### config.mk
export PLATFORM = sky130hd
export DESIGN_NAME = lru_page_replacement
export DESIGN_NICKNAME = d
export VERILOG_FILES = /design/src/rtl/lrupr_pkg.sv /design/src/rtl/lru_page_replacement.sv /design/src/rtl/lrupr_cell.sv
export SDC_FILE = /design/constraint.sdc
export NUM_CORES = 1
export LEC_CHECK = 0
export BUFFER_PORTS_ARGS = -buffer_cell sky130_fd_sc_hd__buf_4
export CORE_MARGIN = 3
export CORE_UTILIZATION = 64
export DETAILED_ROUTE_END_ITERATION = 16
export PLACE_DENSITY = 0.87
export SETUP_SLACK_MARGIN = 0.1
export SKIP_LAST_GASP = 1
export SLEW_MARGIN = 20
export SYNTH_ARGS = -nofsm -noshare
export SYNTH_HDL_FRONTEND = slang
export SYNTH_HIERARCHICAL = 1
export SYNTH_SLANG_ARGS = --single-unit
### constraint.sdc
create_clock -name clk -period 11 [get_ports clk]
set_input_delay 2.2 -clock clk [delete_from_list [all_inputs] [get_ports clk]]
set_output_delay 2.2 -clock clk [all_outputs]
set_load 0.01 [all_outputs]
### src/rtl/lrupr_pkg.sv
// Package for the LRU page replacement block.
// Holds the chain flag and update control structs shared by the cell and the top level.
package lrupr_pkg;

  localparam int FAULT_W    = 32;
  localparam int SLOT_OUT_W = 2;

  typedef struct packed {
    logic hit_seen;
    logic free_seen;
  } chain_t;

  typedef struct packed {
    logic en;
    logic age_all;
  } upd_t;

endpackage

### src/rtl/lru_page_replacement.sv
// LRU page replacement: out_valid rises in the cycle after start, one item per cycle.
// busy stays low; the cell row resolves combinationally and updates its registers on each accepted start.
// Synchronous active-low reset empties all frames and clears the fault count.
// Depends on lrupr_pkg and lrupr_cell.
module lru_page_replacement #(
  parameter int NUM_FRAMES = 4,
  parameter int PAGE_BITS  = 8
) (
  input  logic                              clk,
  input  logic                              rst_n,
  input  logic                              start,
  output logic                              busy,
  input  logic [PAGE_BITS-1:0]              in_page,
  output logic                              out_valid,
  output logic                              out_hit,
  output logic [lrupr_pkg::SLOT_OUT_W-1:0]  out_frame_slot,
  output logic                              out_evicted_valid,
  output logic [PAGE_BITS-1:0]              out_evicted_page,
  output logic [lrupr_pkg::FAULT_W-1:0]     out_fault_total
);
  import lrupr_pkg::*;

  localparam int IDX_W = $clog2(NUM_FRAMES);

  chain_t               chain   [NUM_FRAMES+1];
  logic [IDX_W-1:0]     hit_idx [NUM_FRAMES+1];
  logic [IDX_W-1:0]     hit_rank[NUM_FRAMES+1];
  logic [IDX_W-1:0]     free_idx[NUM_FRAMES+1];
  logic [IDX_W-1:0]     best_idx[NUM_FRAMES+1];
  logic [IDX_W-1:0]     best_rnk[NUM_FRAMES+1];
  logic [PAGE_BITS-1:0] best_pg [NUM_FRAMES+1];

  upd_t                 upd;
  logic [IDX_W-1:0]     sel_idx;
  logic [IDX_W-1:0]     limit;
  logic                 is_hit;
  logic                 evict;
  logic                 accept;

  logic [FAULT_W-1:0]   fault_r, fault_nxt;
  logic                 ov_r;
  logic                 hit_r;
  logic [IDX_W-1:0]     slot_r;
  logic                 ev_r;
  logic [PAGE_BITS-1:0] evpg_r;
  logic [IDX_W+SLOT_OUT_W-1:0] slot_ext;

  assign chain[0]    = '0;
  assign hit_idx[0]  = '0;
  assign hit_rank[0] = '0;
  assign free_idx[0] = '0;
  assign best_idx[0] = '0;
  assign best_rnk[0] = '0;
  assign best_pg[0]  = '0;

  for (genvar i = 0; i < NUM_FRAMES; i++) begin : g_cell
    lrupr_cell #(
      .PAGE_BITS (PAGE_BITS),
      .IDX_W     (IDX_W),
      .CELL_IDX  (i)
    ) u_cell (
      .clk         (clk),
      .rst_n       (rst_n),
      .page_i      (in_page),
      .chain_i     (chain[i]),
      .hit_idx_i   (hit_idx[i]),
      .hit_rank_i  (hit_rank[i]),
      .free_idx_i  (free_idx[i]),
      .best_idx_i  (best_idx[i]),
      .best_rank_i (best_rnk[i]),
      .best_page_i (best_pg[i]),
      .chain_o     (chain[i+1]),
      .hit_idx_o   (hit_idx[i+1]),
      .hit_rank_o  (hit_rank[i+1]),
      .free_idx_o  (free_idx[i+1]),
      .best_idx_o  (best_idx[i+1]),
      .best_rank_o (best_rnk[i+1]),
      .best_page_o (best_pg[i+1]),
      .upd_i       (upd),
      .sel_idx_i   (sel_idx),
      .limit_i     (limit)
    );
  end

  assign busy   = 1'b0;
  assign accept = start && !busy;
  assign is_hit = chain[NUM_FRAMES].hit_seen;
  assign evict  = !is_hit && !chain[NUM_FRAMES].free_seen;

  always_comb begin
    upd.en      = accept;
    upd.age_all = 1'b0;
    if (is_hit) begin
      sel_idx = hit_idx[NUM_FRAMES];
      limit   = hit_rank[NUM_FRAMES];
    end else if (!evict) begin
      sel_idx     = free_idx[NUM_FRAMES];
      limit       = '0;
      upd.age_all = 1'b1;
    end else begin
      sel_idx = best_idx[NUM_FRAMES];
      limit   = best_rnk[NUM_FRAMES];
    end
  end

  always_comb begin
    fault_nxt = fault_r;
    if (accept && !is_hit && fault_r != '1) begin
      fault_nxt = fault_r + FAULT_W'(1);
    end
  end

  always_ff @(posedge clk) begin
    if (!rst_n) begin
      fault_r <= '0;
      ov_r    <= 1'b0;
    end else begin
      fault_r <= fault_nxt;
      ov_r    <= accept;
    end
  end

  always_ff @(posedge clk) begin
    if (accept) begin
      hit_r  <= is_hit;
      slot_r <= sel_idx;
      ev_r   <= evict;
      evpg_r <= evict ? best_pg[NUM_FRAMES] : '0;
    end
  end

  assign slot_ext          = {{SLOT_OUT_W{1'b0}}, slot_r};
  assign out_valid         = ov_r;
  assign out_hit           = hit_r;
  assign out_frame_slot    = slot_ext[SLOT_OUT_W-1:0];
  assign out_evicted_valid = ev_r;
  assign out_evicted_page  = evpg_r;
  assign out_fault_total   = fault_r;

endmodule

### src/rtl/lrupr_cell.sv
// One frame cell of the LRU chain: page, valid mark and recency rank.
// Forwards hit, first-free and oldest-frame search along the row; depends on lrupr_pkg.
module lrupr_cell #(
  parameter int PAGE_BITS = 8,
  parameter int IDX_W     = 2,
  parameter int CELL_IDX  = 0
) (
  input  logic                 clk,
  input  logic                 rst_n,
  input  logic [PAGE_BITS-1:0] page_i,
  input  lrupr_pkg::chain_t    chain_i,
  input  logic [IDX_W-1:0]     hit_idx_i,
  input  logic [IDX_W-1:0]     hit_rank_i,
  input  logic [IDX_W-1:0]     free_idx_i,
  input  logic [IDX_W-1:0]     best_idx_i,
  input  logic [IDX_W-1:0]     best_rank_i,
  input  logic [PAGE_BITS-1:0] best_page_i,
  output lrupr_pkg::chain_t    chain_o,
  output logic [IDX_W-1:0]     hit_idx_o,
  output logic [IDX_W-1:0]     hit_rank_o,
  output logic [IDX_W-1:0]     free_idx_o,
  output logic [IDX_W-1:0]     best_idx_o,
  output logic [IDX_W-1:0]     best_rank_o,
  output logic [PAGE_BITS-1:0] best_page_o,
  input  lrupr_pkg::upd_t      upd_i,
  input  logic [IDX_W-1:0]     sel_idx_i,
  input  logic [IDX_W-1:0]     limit_i
);
  import lrupr_pkg::*;

  localparam logic [IDX_W-1:0] MY_IDX = IDX_W'(CELL_IDX);

  logic [PAGE_BITS-1:0] page_r;
  logic                 valid_r;
  logic [IDX_W-1:0]     rank_r;
  logic                 my_hit;
  logic                 my_free;
  logic                 older;

  assign my_hit  = valid_r && (page_r == page_i) && !chain_i.hit_seen;
  assign my_free = !valid_r && !chain_i.free_seen;
  assign older   = rank_r > best_rank_i;

  always_comb begin
    chain_o.hit_seen  = chain_i.hit_seen | my_hit;
    chain_o.free_seen = chain_i.free_seen | my_free;
    hit_idx_o         = my_hit ? MY_IDX : hit_idx_i;
    hit_rank_o        = my_hit ? rank_r : hit_rank_i;
    free_idx_o        = my_free ? MY_IDX : free_idx_i;
    best_idx_o        = older ? MY_IDX : best_idx_i;
    best_rank_o       = older ? rank_r : best_rank_i;
    best_page_o       = older ? page_r : best_page_i;
  end

  always_ff @(posedge clk) begin
    if (!rst_n) begin
      valid_r <= 1'b0;
      rank_r  <= '0;
    end else if (upd_i.en) begin
      if (sel_idx_i == MY_IDX) begin
        valid_r <= 1'b1;
        rank_r  <= '0;
      end else if (valid_r && (upd_i.age_all || rank_r < limit_i)) begin
        rank_r <= rank_r + IDX_W'(1);
      end
    end
  end

  always_ff @(posedge clk) begin
    if (upd_i.en && sel_idx_i == MY_IDX) begin
      page_r <= page_i;
    end
  end

endmodule
==> results_dict.tcl, run 1 <==
set metrics [dict create \
    nNetsFinal 619 \
    power_density_over_the_cells_mw_per_mm2 117 \
    maxSlewViolCount 0 \
    max_freq_ghz 0.134 \
    area_growth_syn_to_layout_pct 14.9 \
    timing.hold.worst.class "reg -> reg" \
    detail_route.drc_violations 0 \
    setup.reg_to_reg.worst_slack_ns 3.54 \
    num_antenna_cells 0 \
    post_synth_num_cell_types 53 \
    rsz0062_at_grt "no" \
    die-area_mm2 0.00931 \
    vdd.ir_drop.worst_mv 0.129 \
    first_iter_violations 359 \
    yosys.cell_count.top_type "sky130_fd_sc_hd__dfxtp_1" \
    synth_edf_count 44 \
    tritoncts "yes" \
    post_synth_most_frequent_cells "45 x sky130_fd_sc_hd__dfxtp_1, 44 x sky130_fd_sc_hd__edfxtp_1, 41 x sky130_fd_sc_hd__xnor2_1, 35 x sky130_fd_sc_hd__inv_1, 32 x sky130_fd_sc_hd__mux2_2" \
    synthDominantCellAreaShare 0.252 \
    crit-reg2reg-launch "g_cell[0].u_cell/rank_r[1]" \
    core_mm2 0.00785 \
    seq_area_frac_synth 0.424 \
    finalSetupViolCount 0 \
    async_reset_ff_frac 0 \
    power.switching_mw 0.181 \
    antenna_found_initial 0 \
    crit_path_start_kind "register" \
    floorplan.initialDensity 0.668 \
    drive_gt1_frac 0.213 \
    postCtsSetupRepairBufs 0 \
    critical_path.endpoint_type "register" \
    post-route-worst-setup-slack_ns 3.54 \
    final-hold-violation-count 0 \
    power.leakage_nw 2.27 \
    worst_case_clock_skew_ns 0.0133 \
    vias_per_cell 6.16 \
    wire_length_of_the_first_global_routing_pass_um 20500 \
    route.antenna.remaining_nets 0 \
    io_buffers 55 \
    worstRegToRegCells 22 \
    post_synth.cell_area_avg_um2 10.2 \
    overall_via_count_from_detail_route 4297 \
    cts_made_buffers 9 \
    netlist.top_cell.by_area "sky130_fd_sc_hd__edfxtp_1" \
    worst_slew_margin_rel 0.288 \
    p_seq_frac 0.518 \
    power.combinational.fraction 0.136 \
    p_sw_frac 0.256 \
    layout.core_utilization 0.767 \
    grt_start_max_net_pins 30 \
    ys_warn_count 6 \
    postSynthRegisterBits 89 \
    ctsHoldBuffers 0 \
    synth.area.top_cells "sky130_fd_sc_hd__edfxtp_1 25%, sky130_fd_sc_hd__dfxtp_1 17%, sky130_fd_sc_hd__mux2_2 6.9%" \
    critical_path.endpoint "g_cell[1].u_cell/page_r[0]" \
    die-width_um 96.5 \
    groute.usage.overall 0.286 \
    synth_area_mm2 0.00524 \
    postCtsResizedCells 0 \
    period_minus_slack_ns 7.46 \
    grt_overflow_total 0 \
    totalWireLength_um 12500 \
    clock-sinks 89 \
    fp.dieH_um 96.5 \
    setup.worst_path.class "reg -> reg" \
    timing.critical_path.fanout_max 12 \
    clock_transition_at_the_registers_of_the_reported_paths_ns 0.09 \
    startpoint "g_cell[0].u_cell/rank_r[1]" \
    num_rows 32 \
    worst-endpoint-arrival_ns 7.48 \
    p_int_mw 0.524 \
    worstSkewPairLatency_ns 0.36 \
    synthCells 516 \
    clock_tree.htree_level_count 3 \
    timing.final.crit_share 0.678 \
    finalNonFillerCells 698 \
    fin_setup_tns_ns 0 \
    cts.path.max_buffers 2 \
    number_of_global_route_vias_before_repair 4149 \
    pre_cts_slack_ns 3.76 \
    tightest_slew_ns 1.07 \
    nFillCells 539 \
    cp_data_required_time_ns 11.02 \
    share_clk_of_total_power 0.346 \
    timing.rr.end "g_cell[1].u_cell/page_r[0]" \
    post_drt_wl_per_cell_um 17.9 \
    ctsRootBufferMaster "sky130_fd_sc_hd__clkbuf_8" \
    globalplace.congestion 0.911 \
    post_placement_cell_count 682 \
    hpwl_um 9020 \
    floorplan.io_pins 57 \
    max_cap_viol_count 0 \
    outcome "complete, no violations" \
    drtPass1Iterations 5 \
    synth-main-ff-cell "sky130_fd_sc_hd__dfxtp_1" \
]
==> power by group through the flow <==
stage / logic [mW] / clock network [mW] / registers (mW)
after global routing: 0.104 / 0.259 / 0.366
after detailed placement: 0.0934 / 0 / 0.373
after global placement: 0.0896 / 0 / 0.372
after floorplan: 0.0651 / 0 / 0.371
after CTS: 0.0944 / 0.246 / 0.365
final: 0.0958 / 0.244 / 0.365
==> flip-flops by register name (all words and copies together), names as in the netlist <==
name                   flops
g_cell.u_cell/page_r      32
out_fault_total           32
g_cell.u_cell/rank_r       8
out_evicted_page           8
g_cell.u_cell/valid_r      4
out_frame_slot             2
out_evicted_valid          1
out_hit                    1
out_valid                  1
==> cells in the final DEF, fill, tap and decap left out, types with 4 or more instances in the layout <==
master and count:
sky130_fd_sc_hd__nor2b_1 5, sky130_fd_sc_hd__a21oi_1 26, sky130_fd_sc_hd__ha_1 17, sky130_fd_sc_hd__xnor2_1 41
sky130_fd_sc_hd__and2_1 14, sky130_fd_sc_hd__and2b_2 4, sky130_fd_sc_hd__mux2_2 32, sky130_fd_sc_hd__o31ai_1 11
sky130_fd_sc_hd__and4_1 6, sky130_fd_sc_hd__o21a_1 11, sky130_fd_sc_hd__nand2_1 26, sky130_fd_sc_hd__a2111oi_0 4
sky130_fd_sc_hd__and3_1 7, sky130_fd_sc_hd__o21ai_0 18, sky130_fd_sc_hd__or2_2 5, sky130_fd_sc_hd__o31a_1 5
sky130_fd_sc_hd__inv_1 35, sky130_fd_sc_hd__nor4_4 5, sky130_fd_sc_hd__mux2_1 6, sky130_fd_sc_hd__or3_1 12
sky130_fd_sc_hd__clkbuf_8 11, sky130_fd_sc_hd__dfxtp_1 45, sky130_fd_sc_hd__nand4_1 10, sky130_fd_sc_hd__edfxtp_1 44
sky130_fd_sc_hd__o21bai_1 5, sky130_fd_sc_hd__o22ai_1 4, sky130_fd_sc_hd__nor3_1 4, sky130_fd_sc_hd__conb_1 25
sky130_fd_sc_hd__nand3_1 24, sky130_fd_sc_hd__nor4_1 4, sky130_fd_sc_hd__o211ai_1 4, sky130_fd_sc_hd__buf_4 56
sky130_fd_sc_hd__or4_1 7, sky130_fd_sc_hd__nand2b_1 14, sky130_fd_sc_hd__nor2_1 20
==> final cells by class <==
cell class	count	area (um2)	share of cell area
multi-input combinational	400	2900	0.481
sequential	89	2220	0.369
timing repair buffer	56	420	0.0699
clock buffer	14	205	0.0341
inverter	35	131	0.0218
tap	102	128	0.0212
clock inverter	2	16.3	0.00270
==> critical path, stage by stage, from the launching register on <==
cell	delay (ns)
sky130_fd_sc_hd__dfxtp_1	0.44
sky130_fd_sc_hd__inv_1	0.09
sky130_fd_sc_hd__ha_1	0.29
sky130_fd_sc_hd__nor2_1	0.05
sky130_fd_sc_hd__o22ai_1	0.71
sky130_fd_sc_hd__o21ai_0	0.25
sky130_fd_sc_hd__ha_1	0.35
sky130_fd_sc_hd__inv_1	0.04
sky130_fd_sc_hd__o22ai_1	0.77
sky130_fd_sc_hd__o21ai_0	0.28
sky130_fd_sc_hd__ha_1	0.36
sky130_fd_sc_hd__inv_1	0.04
sky130_fd_sc_hd__o22ai_1	0.71
sky130_fd_sc_hd__o21ai_0	0.24
sky130_fd_sc_hd__ha_1	0.34
sky130_fd_sc_hd__inv_1	0.03
sky130_fd_sc_hd__o22ai_1	0.79
sky130_fd_sc_hd__nand2b_1	0.15
sky130_fd_sc_hd__mux2i_1	0.16
sky130_fd_sc_hd__o21ai_0	0.24
sky130_fd_sc_hd__nor2b_1	0.30
sky130_fd_sc_hd__nand2_1	0.15
sky130_fd_sc_hd__inv_1	0.31
==> metal layers <==
| layer | up-vias | track usage | wire (um) | part of all wire |
|---|---|---|---|---|
| met5 | - | 0 | 0 | 0 |
| met4 | 0 | 0.0946 | 262 | 0.021 |
| met2 | 189 | 0.461 | 6030 | 0.48 |
| met1 | 2072 | 0.393 | 5300 | 0.42 |
| li1 | 2010 | - | - | - |
| met3 | 26 | 0.0465 | 933 | 0.074 |
==> per-stage QoR <==
step	hold WS [ns]	area (um2)	power [mW]
after CTS	0.510	6020	0.706
after global routing	0.529	6020	0.730
after global placement	0.483	5800	0.462
after floorplan	0.486	5330	0.436
after detailed placement	0.493	5800	0.466
final	0.515	6020	0.705
==> worst min path at each step <==
stage | end | depth (start not counted) | startpoint | slack (ns)
after CTS | out_fault_total[23] | 2 | out_fault_total[23] | 0.51
after detailed placement | out_fault_total[27] | 2 | out_fault_total[27] | 0.49
after global routing | out_fault_total[23] | 2 | out_fault_total[23] | 0.53
after floorplan | g_cell[0].u_cell/rank_r[0] | 2 | g_cell[0].u_cell/rank_r[0] | 0.49
after global placement | out_fault_total[27] | 2 | out_fault_total[27] | 0.48
final | out_fault_total[27] | 2 | out_fault_total[27] | 0.52
==> kinds of logic after synthesis <==
kind of cell	synth area share
adders and majority gates	0.0406
xor gates and xnor gates	0.0702
AOI/OAI and AO/OA	0.122
DFF	0.424
and+or+nand+nor	0.209
other	0.000716
buffers and inverters	0.0404
muxes	0.0931
(Power assumes the default switching activity.)
==> inputs of run 2 (changes only) <==
--- a/config.mk
+++ b/config.mk
@@ -5,11 +5,12 @@
 export SDC_FILE = /design/constraint.sdc
 export NUM_CORES = 1
 export LEC_CHECK = 0
+export ABC_AREA = 1
 export BUFFER_PORTS_ARGS = -buffer_cell sky130_fd_sc_hd__buf_4
 export CORE_MARGIN = 3
-export CORE_UTILIZATION = 64
+export CORE_UTILIZATION = 60
 export DETAILED_ROUTE_END_ITERATION = 16
-export PLACE_DENSITY = 0.87
+export PLACE_DENSITY = 0.82
 export SETUP_SLACK_MARGIN = 0.1
 export SKIP_LAST_GASP = 1
 export SLEW_MARGIN = 20
==> constraint.sdc (replaced) <==
create_clock -name clk -period 7.3 [get_ports clk]
set_input_delay 1.46 -clock clk [delete_from_list [all_inputs] [get_ports clk]]
set_output_delay 1.46 -clock clk [all_outputs]
set_load 0.01 [all_outputs]
==> run 2 against run 1 <==
Against the previous run: final area is 12% higher; clock power is 46% higher; first-iteration DRC count is 20% lower; combinational power is 100% higher; area after synthesis is 15% higher; die area is 21% higher; register-to-register slack worse by 2.0 ns; utilization is 5.3 points lower; clock-buffer cell count is 5 lower; non-clock buffer count is 1 lower; largest power group unchanged.
==> results_dict.tcl, run 2 <==
set metrics [dict create \
    outcome "complete, no violations" \
    layout_common_cells "289 x sky130_fd_sc_hd__nand2_1, 148 x sky130_fd_sc_hd__inv_1, 111 x sky130_fd_sc_hd__nor2_1, 55 x sky130_fd_sc_hd__buf_4, 46 x sky130_fd_sc_hd__nand3_1" \
    cp_data_required_time_ns 7.33 \
    post_placement_cell_count 1082 \
    worst_case_clock_skew_ns 0.0163 \
    max_cap_viol_count 0 \
    core_mm2 0.00946 \
    ctsHoldBuffers 0 \
    worst_slew_margin_rel 0.573 \
    synthesized_area_fraction_occupied_by_and_or_nand_nor_cells 0.378 \
    synthCells 887 \
    fp.dieH_um 106 \
    num_antenna_cells 0 \
    hpwl_um 10400 \
    holdPathStages 2 \
    synth_edf_count 44 \
    finalNonFillerCells 1098 \
    critical_path.endpoint_type "register" \
    final-hold-violation-count 0 \
    timing.hold.worst.class "reg -> reg" \
    power.leakage_nw 3.38 \
    post-route-worst-setup-slack_ns 1.57 \
    post_synth_most_frequent_cells "289 x sky130_fd_sc_hd__nand2_1, 148 x sky130_fd_sc_hd__inv_1, 111 x sky130_fd_sc_hd__nor2_1, 46 x sky130_fd_sc_hd__nand3_1, 45 x sky130_fd_sc_hd__dfxtp_1" \
    postSynthRegisterBits 89 \
    die-width_um 106 \
    seq_area_frac_synth 0.370 \
    crit_path_start_kind "register" \
    area_growth_syn_to_layout_pct 12.6 \
    cpMostUsedCell "sky130_fd_sc_hd__inv_1" \
    post_synth_num_cell_types 39 \
    vias_per_cell 4.97 \
    totalWireLength_um 13800 \
    rsz0062_at_grt "no" \
    share_clk_of_total_power 0.324 \
    period_minus_slack_ns 5.73 \
    synth_area_mm2 0.00600 \
    clock-sinks 89 \
    path_cells "inv_1 -> ha_1 -> o21ai_2 -> o21ai_1 -> ha_1 -> inv_1 -> o21ai_2 -> o21ai_1 -> ha_1 -> inv_1 -> o21ai_2 -> o21ai_1 -> ha_1 -> inv_1 -> o22ai_2 -> nand2_1 -> nand2_1 -> nand3_1 -> nor2_1 -> nand2_1 -> inv_1" \
    critical_path.n_buffers_inverters 5 \
    synth-main-ff-cell "sky130_fd_sc_hd__dfxtp_1" \
    groute.usage.overall 0.246 \
    nNetsFinal 992 \
    floorplan.io_pins 57 \
    grt_overflow_total 0 \
    ctsRootBufferMaster "sky130_fd_sc_hd__clkbuf_8" \
    setup.worst_path.class "reg -> reg" \
    cp_max_stage_cell "sky130_fd_sc_hd__o21ai_2" \
    commonest_non_fill_non_tap_cell_in_the_layout "sky130_fd_sc_hd__nand2_1" \
    maxSlewViolCount 0 \
    worst_path_largest_cell_delay_ns 0.53 \
    ys_warn_count 6 \
    final_area_mm2 0.00676 \
    io_buffers 55 \
    post_dp_cell_area_mm2 0.00655 \
    vdd.ir_drop.worst_mv 0.0825 \
    yosys.cell_count.top_type "sky130_fd_sc_hd__nand2_1" \
    number_of_global_route_vias_before_repair 5070 \
    tightest_slew_ns 0.641 \
    floorplan.initialDensity 0.634 \
    p_seq_frac 0.499 \
    fin_setup_tns_ns 0 \
    drive_gt1_frac 0.131 \
    power.switching_mw 0.332 \
    postCtsResizedCells 0 \
    timing.final.crit_share 0.785 \
    p_sw_frac 0.301 \
    netlist.top_cell.by_area "sky130_fd_sc_hd__edfxtp_1" \
    synth_adder_area_share 0.0354 \
    layout.core_utilization 0.714 \
    cts_made_buffers 9 \
    synth_compound_area_frac 0.0882 \
    largest_family_of_logic_cells_by_synthesized_area "simple AND/OR/NAND/NOR gates" \
    synthDominantCellAreaShare 0.220 \
    postCtsSetupRepairBufs 0 \
    num_rows 35 \
    async_reset_ff_frac 0 \
    tritoncts "yes" \
    finalSetupViolCount 0 \
    worstSkewPairLatency_ns 0.36 \
    post_synth.cell_area_avg_um2 6.77 \
    worst-endpoint-arrival_ns 5.76 \
    die-area_mm2 0.0112 \
    cts.path.max_buffers 2 \
    first_iter_violations 287 \
    globalplace.congestion 0.954 \
    route.antenna.remaining_nets 0 \
    drtPass1Iterations 5 \
    path_depth 21 \
    wire_length_of_the_first_global_routing_pass_um 22500 \
    power.combinational.fraction 0.178 \
    clock_transition_at_the_registers_of_the_reported_paths_ns 0.10 \
    clock_tree.htree_level_count 3 \
    overall_via_count_from_detail_route 5460 \
    yosys.area_share.xor_xnor 0.00730 \
    post_drt_wl_per_cell_um 12.5 \
    antenna_found_initial 0 \
    grt_start_max_net_pins 37 \
    detail_route.drc_violations 0 \
    synth.area.top_cells "sky130_fd_sc_hd__edfxtp_1 22%, sky130_fd_sc_hd__nand2_1 18%, sky130_fd_sc_hd__dfxtp_1 15%" \
    p_int_mw 0.772 \
    worstRegToRegCells 21 \
    synth_mux_area_frac 0.00250 \
    path_delay_family "compound AO/OA/AOI/OAI gates" \
    power_density_over_the_cells_mw_per_mm2 163 \
    pre_cts_slack_ns 1.68 \
    timing.critical_path.fanout_max 19 \
    max_freq_ghz 0.174 \
]
==> run 2: final cells by class <==
type,count,area [um2]
Clock buffer,9,124
Clock inverter,7,85.1
Fill cell,827,2700
Inverter,158,593
Multi-Input combinational cell,651,3160
Sequential cell,89,2220
Tap cell,129,161
Timing Repair Buffer,55,413
==> run 2: tightest hold or removal path: cells and delay by family (launching register included) <==
kind,cells,cell delay (ns)
simple gates,1,0.08
flops,1,0.37
compound gates,1,0.05
==> run 2: power by group through the flow <==
| stage | Combinational (mW) | Sequential (mW) | Clock [mW] |
|---|---|---|---|
| after global routing | 0.226 | 0.553 | 0.382 |
| final | 0.196 | 0.551 | 0.357 |
| after CTS | 0.195 | 0.551 | 0.360 |
| after detailed placement | 0.194 | 0.562 | 0 |
| after global placement | 0.188 | 0.562 | 0 |
| after floorplan | 0.149 | 0.561 | 0 |
==> run 2: path summary, 6_finish.rpt <==
path / from / to / slack [ns]
worst max-delay path: g_cell[0].u_cell/rank_r[1] / g_cell[2].u_cell/page_r[4] / 1.57
worst min-delay path: out_fault_total[0] / out_fault_total[0] / 0.54
worst max register to register: g_cell[0].u_cell/rank_r[1] / g_cell[2].u_cell/page_r[4] / 1.57
worst min register to register: out_fault_total[0] / out_fault_total[0] / 0.54
==> run 2: stage by stage <==
stage               hold WS, ns  power (mW)
global route              0.578        1.16
detailed placement        0.523       0.756
finish                    0.538        1.10
floorplan                 0.476       0.710
global placement          0.519       0.749
CTS                       0.538        1.11
==> run 2: cell families (layout without fill, tap and decap cells) <==
family                     Yosys count  in the layout
DFF                                 89             89
xor gates and xnor gates             5              5
AOI/OAI and AO/OA                   92             92
adders and majority gates           17             17
buffers and inverters              170            229
muxes                                1              1
other                                1             24
and+or+nand+nor                    512            512
==> run 2: per-layer routing <==
layer | vias to the layer above | track usage | share of wire
li1 | 2896 | - | -
met1 | 2383 | 0.297 | 0.43
met2 | 156 | 0.444 | 0.50
met3 | 25 | 0.0243 | 0.048
met4 | 0 | 0.109 | 0.028
met5 | - | 0 | 0
